## config.mk

```make
export PLATFORM = sky130hd
export DESIGN_NAME = md5_byte_stream_hasher
export DESIGN_NICKNAME = d
export VERILOG_FILES = /design/src/rtl/core/md5bsh_pkg.sv /design/src/rtl/core/md5bsh_dpath.sv /design/src/rtl/core/md5bsh_ctrl.sv /design/src/rtl/core/md5_byte_stream_hasher.sv
export SDC_FILE = /design/constraint.sdc
export NUM_CORES = 2
export LEC_CHECK = 0
export BUFFER_PORTS_ARGS = -buffer_cell sky130_fd_sc_hd__buf_2
export CORE_ASPECT_RATIO = 0.6
export CORE_MARGIN = 2
export CORE_UTILIZATION = 55
export CTS_BUF_LIST = sky130_fd_sc_hd__clkbuf_8
export CTS_CLUSTER_SIZE = 30
export DETAILED_ROUTE_END_ITERATION = 10
export GPL_TIMING_DRIVEN = 1
export PLACE_DENSITY_LB_ADDON = 0.2
export SETUP_SLACK_MARGIN = 0.02
export SYNTH_ARGS = -nofsm -noshare
export SYNTH_HDL_FRONTEND = slang
export SYNTH_SLANG_ARGS = --single-unit
```

## constraint.sdc

```tcl
create_clock -name clk -period 10.95 [get_ports clk]
set_clock_uncertainty 0.15 [all_clocks]
set_input_delay 1.095 -clock clk [delete_from_list [all_inputs] [get_ports clk]]
set_output_delay 1.095 -clock clk [all_outputs]
set_load 0.02 [all_outputs]
```

## src/rtl/core/md5bsh_pkg.sv

```systemverilog
// md5 byte stream hasher: shared types, constants and round helper functions
// used by the controller, the datapath and the top level; no dependencies
package md5bsh_pkg;

	typedef struct packed {
		logic [7:0] data_byte;
		logic       byte_present;
		logic       end_of_message;
	} msg_word_t;

	typedef struct packed {
		logic [7:0] digest_byte;
		logic [3:0] digest_index;
		logic       digest_last;
	} dig_word_t;

	typedef enum logic [1:0] {
		SRC_DATA = 2'd0,
		SRC_PAD  = 2'd1,
		SRC_ZERO = 2'd2
	} byte_src_t;

	typedef struct packed {
		logic      wr_en;
		byte_src_t wr_src;
		logic      cnt_inc;
		logic      wr_len;
		logic      round_en;
		logic      fin;
		logic      chain_rst;
		logic      out_step;
	} dp_cmd_t;

	typedef struct packed {
		logic [5:0] fill;
		logic       round_last;
		logic       out_last;
	} dp_stat_t;

	localparam logic [7:0] PAD_BYTE  = 8'h80;
	localparam logic [5:0] LEN_POS   = 6'd56;
	localparam logic [5:0] FILL_LAST = 6'd63;

	localparam logic [31:0] INIT_CHAIN [4] = '{
		32'h67452301, 32'hefcdab89, 32'h98badcfe, 32'h10325476
	};

	localparam logic [31:0] STEP_K [64] = '{
		32'hd76aa478, 32'he8c7b756, 32'h242070db, 32'hc1bdceee,
		32'hf57c0faf, 32'h4787c62a, 32'ha8304613, 32'hfd469501,
		32'h698098d8, 32'h8b44f7af, 32'hffff5bb1, 32'h895cd7be,
		32'h6b901122, 32'hfd987193, 32'ha679438e, 32'h49b40821,
		32'hf61e2562, 32'hc040b340, 32'h265e5a51, 32'he9b6c7aa,
		32'hd62f105d, 32'h02441453, 32'hd8a1e681, 32'he7d3fbc8,
		32'h21e1cde6, 32'hc33707d6, 32'hf4d50d87, 32'h455a14ed,
		32'ha9e3e905, 32'hfcefa3f8, 32'h676f02d9, 32'h8d2a4c8a,
		32'hfffa3942, 32'h8771f681, 32'h6d9d6122, 32'hfde5380c,
		32'ha4beea44, 32'h4bdecfa9, 32'hf6bb4b60, 32'hbebfbc70,
		32'h289b7ec6, 32'heaa127fa, 32'hd4ef3085, 32'h04881d05,
		32'hd9d4d039, 32'he6db99e5, 32'h1fa27cf8, 32'hc4ac5665,
		32'hf4292244, 32'h432aff97, 32'hab9423a7, 32'hfc93a039,
		32'h655b59c3, 32'h8f0ccc92, 32'hffeff47d, 32'h85845dd1,
		32'h6fa87e4f, 32'hfe2ce6e0, 32'ha3014314, 32'h4e0811a1,
		32'hf7537e82, 32'hbd3af235, 32'h2ad7d2bb, 32'heb86d391
	};

	localparam logic [4:0] ROT_S [16] = '{
		5'd7, 5'd12, 5'd17, 5'd22, 5'd5, 5'd9, 5'd14, 5'd20,
		5'd4, 5'd11, 5'd16, 5'd23, 5'd6, 5'd10, 5'd15, 5'd21
	};

	// message word used by round i
	function automatic logic [3:0] msg_index(input logic [5:0] i);
		logic [3:0] lo;
		logic [3:0] r;
		lo = i[3:0];
		case (i[5:4])
			2'd0: r = lo;
			2'd1: r = 4'(lo * 4'd5 + 4'd1);
			2'd2: r = 4'(lo * 4'd3 + 4'd5);
			2'd3: r = 4'(lo * 4'd7);
			default: r = lo;
		endcase
		return r;
	endfunction

	function automatic logic [31:0] rotl(input logic [31:0] x, input logic [4:0] s);
		logic [63:0] w;
		w = {x, x} << s;
		return w[63:32];
	endfunction

	function automatic logic [31:0] round_f(input logic [1:0] phase,
			input logic [31:0] b, input logic [31:0] c, input logic [31:0] d);
		logic [31:0] f;
		case (phase)
			2'd0: f = (b & c) | (~b & d);
			2'd1: f = (b & d) | (c & ~d);
			2'd2: f = b ^ c ^ d;
			2'd3: f = c ^ (b | ~d);
			default: f = b ^ c ^ d;
		endcase
		return f;
	endfunction

endpackage

```

## src/rtl/core/md5bsh_dpath.sv

```systemverilog
// md5 byte stream hasher datapath: block buffer, fill and bit counters,
// round unit, chaining words and digest byte select; uses md5bsh_pkg
module md5bsh_dpath (
	input  logic                  clk,
	input  logic                  arst_n,
	input  md5bsh_pkg::dp_cmd_t   cmd,
	input  logic [7:0]            data_byte,
	output md5bsh_pkg::dp_stat_t  stat,
	output md5bsh_pkg::dig_word_t dig_word
);

	logic [31:0] chain_q [4];
	logic [31:0] a_q, b_q, c_q, d_q;
	logic [31:0] block_q [16];
	logic [5:0]  fill_q;
	logic [63:0] count_q;
	logic [5:0]  rnd_q;
	logic [3:0]  idx_q;
	logic [31:0] km_q;

	logic [7:0]  wr_byte;
	logic [31:0] f_val;
	logic [31:0] sum_val;
	logic [31:0] t_val;
	logic [5:0]  nidx;

	always_comb begin
		case (cmd.wr_src)
			md5bsh_pkg::SRC_DATA: wr_byte = data_byte;
			md5bsh_pkg::SRC_PAD:  wr_byte = md5bsh_pkg::PAD_BYTE;
			md5bsh_pkg::SRC_ZERO: wr_byte = 8'h00;
			default:              wr_byte = 8'h00;
		endcase
	end

	// one round per cycle, constant plus message word prefetched into km_q
	assign f_val   = md5bsh_pkg::round_f(rnd_q[5:4], b_q, c_q, d_q);
	assign sum_val = a_q + f_val + km_q;
	assign t_val   = b_q + md5bsh_pkg::rotl(sum_val,
		md5bsh_pkg::ROT_S[{rnd_q[5:4], rnd_q[1:0]}]);
	assign nidx    = cmd.round_en ? rnd_q + 6'd1 : rnd_q;

	always_ff @(posedge clk) begin
		km_q <= md5bsh_pkg::STEP_K[nidx] + block_q[md5bsh_pkg::msg_index(nidx)];
		if (cmd.wr_en) begin
			block_q[fill_q[5:2]][{fill_q[1:0], 3'b000} +: 8] <= wr_byte;
		end
		if (cmd.wr_len) begin
			block_q[14] <= count_q[31:0];
			block_q[15] <= count_q[63:32];
		end
	end

	always_ff @(posedge clk or negedge arst_n) begin
		if (!arst_n) begin
			fill_q  <= '0;
			count_q <= '0;
			rnd_q   <= '0;
			idx_q   <= '0;
		end else begin
			if (cmd.wr_en) begin
				fill_q <= fill_q + 6'd1;
			end else if (cmd.wr_len) begin
				fill_q <= '0;
			end
			if (cmd.chain_rst) begin
				count_q <= '0;
			end else if (cmd.cnt_inc) begin
				count_q <= count_q + 64'd8;
			end
			if (cmd.round_en) begin
				rnd_q <= rnd_q + 6'd1;
			end
			if (cmd.out_step) begin
				idx_q <= idx_q + 4'd1;
			end
		end
	end

	// working words mirror the chain outside a compression
	always_ff @(posedge clk or negedge arst_n) begin
		if (!arst_n) begin
			for (int i = 0; i < 4; i++) begin
				chain_q[i] <= md5bsh_pkg::INIT_CHAIN[i];
			end
			a_q <= md5bsh_pkg::INIT_CHAIN[0];
			b_q <= md5bsh_pkg::INIT_CHAIN[1];
			c_q <= md5bsh_pkg::INIT_CHAIN[2];
			d_q <= md5bsh_pkg::INIT_CHAIN[3];
		end else if (cmd.chain_rst) begin
			for (int i = 0; i < 4; i++) begin
				chain_q[i] <= md5bsh_pkg::INIT_CHAIN[i];
			end
			a_q <= md5bsh_pkg::INIT_CHAIN[0];
			b_q <= md5bsh_pkg::INIT_CHAIN[1];
			c_q <= md5bsh_pkg::INIT_CHAIN[2];
			d_q <= md5bsh_pkg::INIT_CHAIN[3];
		end else if (cmd.fin) begin
			chain_q[0] <= chain_q[0] + a_q;
			chain_q[1] <= chain_q[1] + b_q;
			chain_q[2] <= chain_q[2] + c_q;
			chain_q[3] <= chain_q[3] + d_q;
			a_q <= chain_q[0] + a_q;
			b_q <= chain_q[1] + b_q;
			c_q <= chain_q[2] + c_q;
			d_q <= chain_q[3] + d_q;
		end else if (cmd.round_en) begin
			a_q <= d_q;
			d_q <= c_q;
			c_q <= b_q;
			b_q <= t_val;
		end
	end

	assign stat.fill       = fill_q;
	assign stat.round_last = &rnd_q;
	assign stat.out_last   = &idx_q;

	assign dig_word.digest_byte  = chain_q[idx_q[3:2]][{idx_q[1:0], 3'b000} +: 8];
	assign dig_word.digest_index = idx_q;
	assign dig_word.digest_last  = &idx_q;

endmodule

```

## src/rtl/core/md5bsh_ctrl.sv

```systemverilog
// md5 byte stream hasher controller: sequences byte intake, padding,
// compression and digest output; uses md5bsh_pkg
module md5bsh_ctrl (
	input  logic                 clk,
	input  logic                 arst_n,
	input  logic                 msg_valid,
	input  logic                 byte_present,
	input  logic                 end_of_message,
	output logic                 msg_ready,
	output logic                 dig_valid,
	input  logic                 dig_ready,
	input  md5bsh_pkg::dp_stat_t stat,
	output md5bsh_pkg::dp_cmd_t  cmd
);

	typedef enum logic [7:0] {
		ST_IDLE = 8'b00000001,
		ST_PAD  = 8'b00000010,
		ST_ZERO = 8'b00000100,
		ST_LEN  = 8'b00001000,
		ST_PREP = 8'b00010000,
		ST_COMP = 8'b00100000,
		ST_FIN  = 8'b01000000,
		ST_OUT  = 8'b10000000
	} state_t;

	state_t state_q, state_d;
	logic   end_pend_q, end_pend_d;
	logic   pad_done_q, pad_done_d;
	logic   final_q, final_d;
	logic   msg_acc;
	logic   dig_acc;

	assign msg_ready = (state_q == ST_IDLE);
	assign dig_valid = (state_q == ST_OUT);
	assign msg_acc   = msg_valid & msg_ready;
	assign dig_acc   = dig_valid & dig_ready;

	always_comb begin
		state_d    = state_q;
		end_pend_d = end_pend_q;
		pad_done_d = pad_done_q;
		final_d    = final_q;
		cmd        = '0;
		case (state_q)
			ST_IDLE: begin
				if (msg_acc) begin
					cmd.wr_en   = byte_present;
					cmd.wr_src  = md5bsh_pkg::SRC_DATA;
					cmd.cnt_inc = byte_present;
					if (byte_present && stat.fill == md5bsh_pkg::FILL_LAST) begin
						end_pend_d = end_of_message;
						state_d    = ST_PREP;
					end else if (end_of_message) begin
						end_pend_d = 1'b1;
						state_d    = ST_PAD;
					end
				end
			end
			ST_PAD: begin
				cmd.wr_en  = 1'b1;
				cmd.wr_src = md5bsh_pkg::SRC_PAD;
				pad_done_d = 1'b1;
				state_d    = (stat.fill == md5bsh_pkg::FILL_LAST) ? ST_PREP : ST_ZERO;
			end
			ST_ZERO: begin
				if (stat.fill == md5bsh_pkg::LEN_POS) begin
					state_d = ST_LEN;
				end else begin
					cmd.wr_en  = 1'b1;
					cmd.wr_src = md5bsh_pkg::SRC_ZERO;
					if (stat.fill == md5bsh_pkg::FILL_LAST) begin
						state_d = ST_PREP;
					end
				end
			end
			ST_LEN: begin
				cmd.wr_len = 1'b1;
				final_d    = 1'b1;
				state_d    = ST_PREP;
			end
			ST_PREP: begin
				state_d = ST_COMP;
			end
			ST_COMP: begin
				cmd.round_en = 1'b1;
				if (stat.round_last) begin
					state_d = ST_FIN;
				end
			end
			ST_FIN: begin
				cmd.fin = 1'b1;
				if (final_q) begin
					state_d = ST_OUT;
				end else if (end_pend_q && !pad_done_q) begin
					state_d = ST_PAD;
				end else if (end_pend_q) begin
					state_d = ST_ZERO;
				end else begin
					state_d = ST_IDLE;
				end
			end
			ST_OUT: begin
				if (dig_acc) begin
					cmd.out_step = 1'b1;
					if (stat.out_last) begin
						cmd.chain_rst = 1'b1;
						end_pend_d    = 1'b0;
						pad_done_d    = 1'b0;
						final_d       = 1'b0;
						state_d       = ST_IDLE;
					end
				end
			end
			default: begin
				state_d = ST_IDLE;
			end
		endcase
	end

	always_ff @(posedge clk or negedge arst_n) begin
		if (!arst_n) begin
			state_q    <= ST_IDLE;
			end_pend_q <= 1'b0;
			pad_done_q <= 1'b0;
			final_q    <= 1'b0;
		end else begin
			state_q    <= state_d;
			end_pend_q <= end_pend_d;
			pad_done_q <= pad_done_d;
			final_q    <= final_d;
		end
	end

endmodule

```

## src/rtl/core/md5_byte_stream_hasher.sv

```systemverilog
// md5 byte stream hasher top level: joins controller and datapath
// depends on md5bsh_pkg, md5bsh_ctrl, md5bsh_dpath
//
// usage
//   msg channel (msg_valid / msg_ready / msg_word): one word per message byte,
//   byte_present marks a real byte, end_of_message marks the last word; a word
//   with end set and no byte closes the message as it stands (empty message ok)
//   dig channel (dig_valid / dig_ready / dig_word): 16 digest bytes per
//   message, index 0 to 15, little-endian within each chaining word
// throughput and sequencing
//   bytes go in at one per cycle while a block fills
//   a full 64-byte block holds msg_ready low while it is compressed: a
//   prefetch of the first round operand, 64 rounds on the single round unit,
//   then a fold into the chaining words
//   at message end: a pad byte, zero bytes up to byte 56 and a step that
//   finds the length slot, the length words, then compression; if the pad
//   byte lands past byte 55 a second zero run and compression follow
//   the digest then drains at one byte per cycle while dig_ready is high
// reset: chaining words take the standard initial values, fill and bit
//   count clear; the same happens after the sixteenth digest byte is taken
// stall: a low dig_ready just holds the current digest byte; no new message
//   word is taken until the whole digest has been delivered
module md5_byte_stream_hasher (
	input  logic                  clk,
	input  logic                  arst_n,
	input  logic                  msg_valid,
	output logic                  msg_ready,
	input  md5bsh_pkg::msg_word_t msg_word,
	output logic                  dig_valid,
	input  logic                  dig_ready,
	output md5bsh_pkg::dig_word_t dig_word
);

	// command and status between controller and datapath
	md5bsh_pkg::dp_cmd_t  cmd;
	md5bsh_pkg::dp_stat_t stat;

	md5bsh_ctrl u_ctrl (
		.clk            (clk),
		.arst_n         (arst_n),
		.msg_valid      (msg_valid),
		.byte_present   (msg_word.byte_present),
		.end_of_message (msg_word.end_of_message),
		.msg_ready      (msg_ready),
		.dig_valid      (dig_valid),
		.dig_ready      (dig_ready),
		.stat           (stat),
		.cmd            (cmd)
	);

	md5bsh_dpath u_dpath (
		.clk       (clk),
		.arst_n    (arst_n),
		.cmd       (cmd),
		.data_byte (msg_word.data_byte),
		.stat      (stat),
		.dig_word  (dig_word)
	);

	// intake and digest output never overlap
	a_no_overlap: assert property (@(posedge clk) disable iff (!arst_n)
		!(msg_ready && dig_valid))
		else $error("message intake open while digest pending");

	// the digest run starts at index zero
	a_dig_start: assert property (@(posedge clk) disable iff (!arst_n)
		$rose(dig_valid) |-> dig_word.digest_index == 4'd0)
		else $error("digest run does not start at byte zero");

	// taking a non-final digest byte moves to the next index
	a_dig_step: assert property (@(posedge clk) disable iff (!arst_n)
		(dig_valid && dig_ready && !dig_word.digest_last) |=>
			(dig_valid && dig_word.digest_index == 4'($past(dig_word.digest_index) + 4'd1)))
		else $error("digest index did not advance");

	// after the last digest byte the block is ready for a new message
	a_dig_end: assert property (@(posedge clk) disable iff (!arst_n)
		(dig_valid && dig_ready && dig_word.digest_last) |=> (msg_ready && !dig_valid))
		else $error("block not idle after last digest byte");

endmodule
```

==> impl_results.md <==
- Adder-Cell Fraction of Synth Area: 7.80%
- 1st-iter DRT viols: 7938
- R2R Path Start: u_dpath.rnd_q[4]
- Post-DP HPWL: 142 mm
- Synth Area in Compound Gates: 20.6%
- Worst Path Arrival: 10410 ps
- Max clock buf depth: 3
- Die Span Y: 251 um
- Status: finished, violations left
- Register area: 0.0248 mm^2
- Post-synth top area share: 27.5%
- Largest net degree at the start of global routing: 175
- Setup bufs post-CTS: 0
- Post-layout util: 59.6%
- Pre-CTS setup slack: 1640 ps
- Slew Limit Fails: 0
- Core Area: 0.101 mm^2
- CP most frequent cell: o21ai_0
- Syn Inst Count: 5899
- Highest Clock Rate: 0.102 GHz
- Average cell area after synthesis: 9.48 um^2
- Die footprint: 0.104 mm^2
- Post-synth EDFFs: 512
- Rows: 90
- Final setup margin: 1150 ps
- Worst-path maximum fanout: 23
- Clk_lat worst skew: 910 ps
- Post-route ant nets: 0
- Initial antenna violation count: 7
- Max Cap Violations: 1
- Crit-path max cell delay: 620 ps
- Top Ports: 29
- Post-synth top area cell: edfxtp_1
- XOR/XNOR Fraction of Synth Area: 4.68%
- Ranking of synthesized cells by area: edfxtp_1 27%, dfrtp_1 9.6%, dfstp_2 6.1%, ha_1 5.8%, nand2_1 5.0%
- Post_cts resized: 0
- Starting Density: 55.6%
- Slowest CP cell: dfrtp_4
- Final min period: 9800 ps
- Worst reg-to-reg setup slack: 1150 ps
- Tot GR Track Use: 37.0%
- Synthesized Nets: 6213
- Vias/cell: 6.71
- Placer Congestion: 1.08
- RSZ-0062 raised after global routing: false
- Number of port buffers: 28
- Syn-to-layout area delta: 7.23%
- Crit Path Class: reg2reg
- CP Launch Type: flop
- Total gr overflow: 0
- Routed len/inst: 27.1 um
- Post-Synth Simple-Gate Area: 15.0%
- Final net count: 6098
- Hold Path Class: in2async
- Final wirelength: 196 mm
- Vias in the first global route: 43500
- Multi-input logic area: 0.0290 mm^2
- CTS tree: done
- Slew of the pin with the lowest slew margin: 1480 ps
- Share of cells above drive strength 1: 9.77%
- Mux cell area share after synthesis: 3.48%
- Fin crit share: 89.5%
- TritonCTS Sinks: 888
- CP required: 11560 ps
- Largest family of logic cells by synthesized area: compound AO/OA/AOI/OAI gates
- Die width: 416 um
- Commonest cells post-synth: 743 x nand2_1, 512 x edfxtp_1, 511 x nor2_1, 481 x a21oi_1, 343 x o21ai_0
- Placed cells: 6978
- Critical path endpoint category: flop
- CTS buffer count: 138
- Vias: 48500
- Root Driver: clkbuf_8
- TritonRoute pass-1 iters: 8
- Final hold vios: 0
- Fraction of registers with async set/reset: 38.7%
- Synth cell types: 98
- Worst r2r dst: u_dpath.b_q[28]
- Setup-failing EPs final: 0
- Synthesized cell area: 0.0560 mm^2
- Failing checks: max-capacitance violations
- Clock slew at reported path FFs: 70 ps
- Hold_buf cts: 0
- Dominant synthesized flop cell: edfxtp_1
- H-tree depth: 4
- Final std cells w/o fill: 7236
- Seq/Total Area, Yosys: 44.3%
- Slew margin rel.: 1.19%
- Most frequent cell after synthesis: nand2_1
- First-pass GRT wire length: 289 mm
- Reg2reg path depth: 33
- Setup total negative slack: 0 ps
- #FFs+latches synth: 888
- DRC: 0
- Yosys warns: 0
- Fill cells: 8641
worst max path at each step:
stage                     slack [ps]              end  cells past startpoint             start
final                           1150  u_dpath.b_q[28]                     33  u_dpath.rnd_q[4]
after global routing             640  u_dpath.b_q[31]                     31  u_dpath.rnd_q[4]
after CTS                       1600  u_dpath.b_q[31]                     31  u_dpath.rnd_q[4]
after detailed placement        1640  u_dpath.b_q[31]                     31  u_dpath.rnd_q[4]
after global placement          1830  u_dpath.b_q[28]                     33  u_dpath.rnd_q[4]
after floorplan                 2510  u_dpath.b_q[28]                     38  u_dpath.rnd_q[4]
metal layers:
layer	global-route usage, %	vias to the layer above	part of all wire [%]
met1	58.6	23600	45
li1	-	21400	-
met3	19.1	269	18
met4	7.57	2	1.6
met5	0	-	0.0066
met2	43.1	3271	35
cell usage in the layout, fill, tap and decap left out, types with 30 or more instances in the layout:
| master | synthesis | final |
|---|---|---|
| nand2_1 | 743 | 742 |
| edfxtp_1 | 512 | 512 |
| nor2_1 | 511 | 510 |
| a21oi_1 | 481 | 481 |
| o21ai_0 | 343 | 340 |
| inv_1 | 218 | 267 |
| ha_1 | 259 | 259 |
| dfrtp_1 | 215 | 211 |
| a211oi_1 | 204 | 204 |
| clkbuf_8 | 0 | 153 |
| xnor2_1 | 151 | 149 |
| a31oi_1 | 146 | 146 |
| nand3_1 | 139 | 139 |
| xor2_1 | 134 | 133 |
| dfstp_2 | 129 | 129 |
| and2_1 | 128 | 128 |
| a21o_1 | 104 | 104 |
| buf_4 | 3 | 93 |
| a311oi_1 | 80 | 80 |
| nor3_1 | 78 | 78 |
| mux2i_1 | 75 | 74 |
| and3_1 | 47 | 46 |
| o21a_1 | 46 | 46 |
| mux4_2 | 43 | 43 |
| fa_1 | 41 | 41 |
| o22ai_1 | 40 | 40 |
| o221ai_1 | 39 | 39 |
| nand2b_1 | 37 | 37 |
| or3_1 | 35 | 35 |
| o211ai_1 | 34 | 34 |
| o22a_1 | 32 | 32 |
| dfxtp_1 | 32 | 32 |
| nand4_1 | 30 | 30 |
| maj3_1 | 30 | 30 |
critical path, delay by kind of cell (launching register included):
kind / cells / cell delay, ps
flops: 1 / 620
buf+inv: 1 / 50
compound gates: 19 / 5640
mux: 2 / 330
xor+xnor: 2 / 310
simple gates: 4 / 880
fa+ha+maj: 5 / 1680
state kept, by name, summed over array words and instances (netlist names):
name and cells:
u_ctrl.end_pend_q 1, u_dpath.fill_q 6, u_dpath.b_q 32, u_dpath.rnd_q 6, u_dpath.idx_q 4, u_ctrl.final_q 1, u_dpath.km_q 32, u_ctrl.state_q 8
u_dpath.a_q 32, u_dpath.c_q 32, u_dpath.d_q 32, u_dpath.chain_q 128, u_ctrl.pad_done_q 1, u_dpath.count_q 61, u_dpath.block_q 512
through the flow:
| stage | hold slack [ps] | area [um^2] |
|---|---|---|
| final | 26.9 | 60000 |
| after global routing | 55.7 | 60000 |
| after CTS | 38.7 | 60000 |
| after detailed placement | 318 | 57300 |
| after global placement | 309 | 57300 |
| after floorplan | 297 | 56000 |
final cells by class:
cell class	instances	share of cell area (%)
sequential	888	41.3
clock buffer	153	3.51
multi-input combinational	4405	48.3
tap	1334	2.78
antenna	9	0.0375
clock inverter	96	1.02
inverter	225	1.41
timing repair buffer	126	1.58
kinds of logic (layout without fill, tap and decap cells):
family | after synthesis | in the layout
AO/OA/AOI/OAI | 1783 | 1783
multiplexers | 138 | 138
adder cells (fa/ha/maj) | 330 | 330
other | 0 | 9
flip-flops | 888 | 888
AND/OR/NAND/NOR | 1862 | 1862
buffers and inverters | 606 | 600
XOR/XNOR | 292 | 292
Power is left out: the tool's default activity adds up to more than one toggle a clock period on the data nets, which glitch-free logic cannot reach.
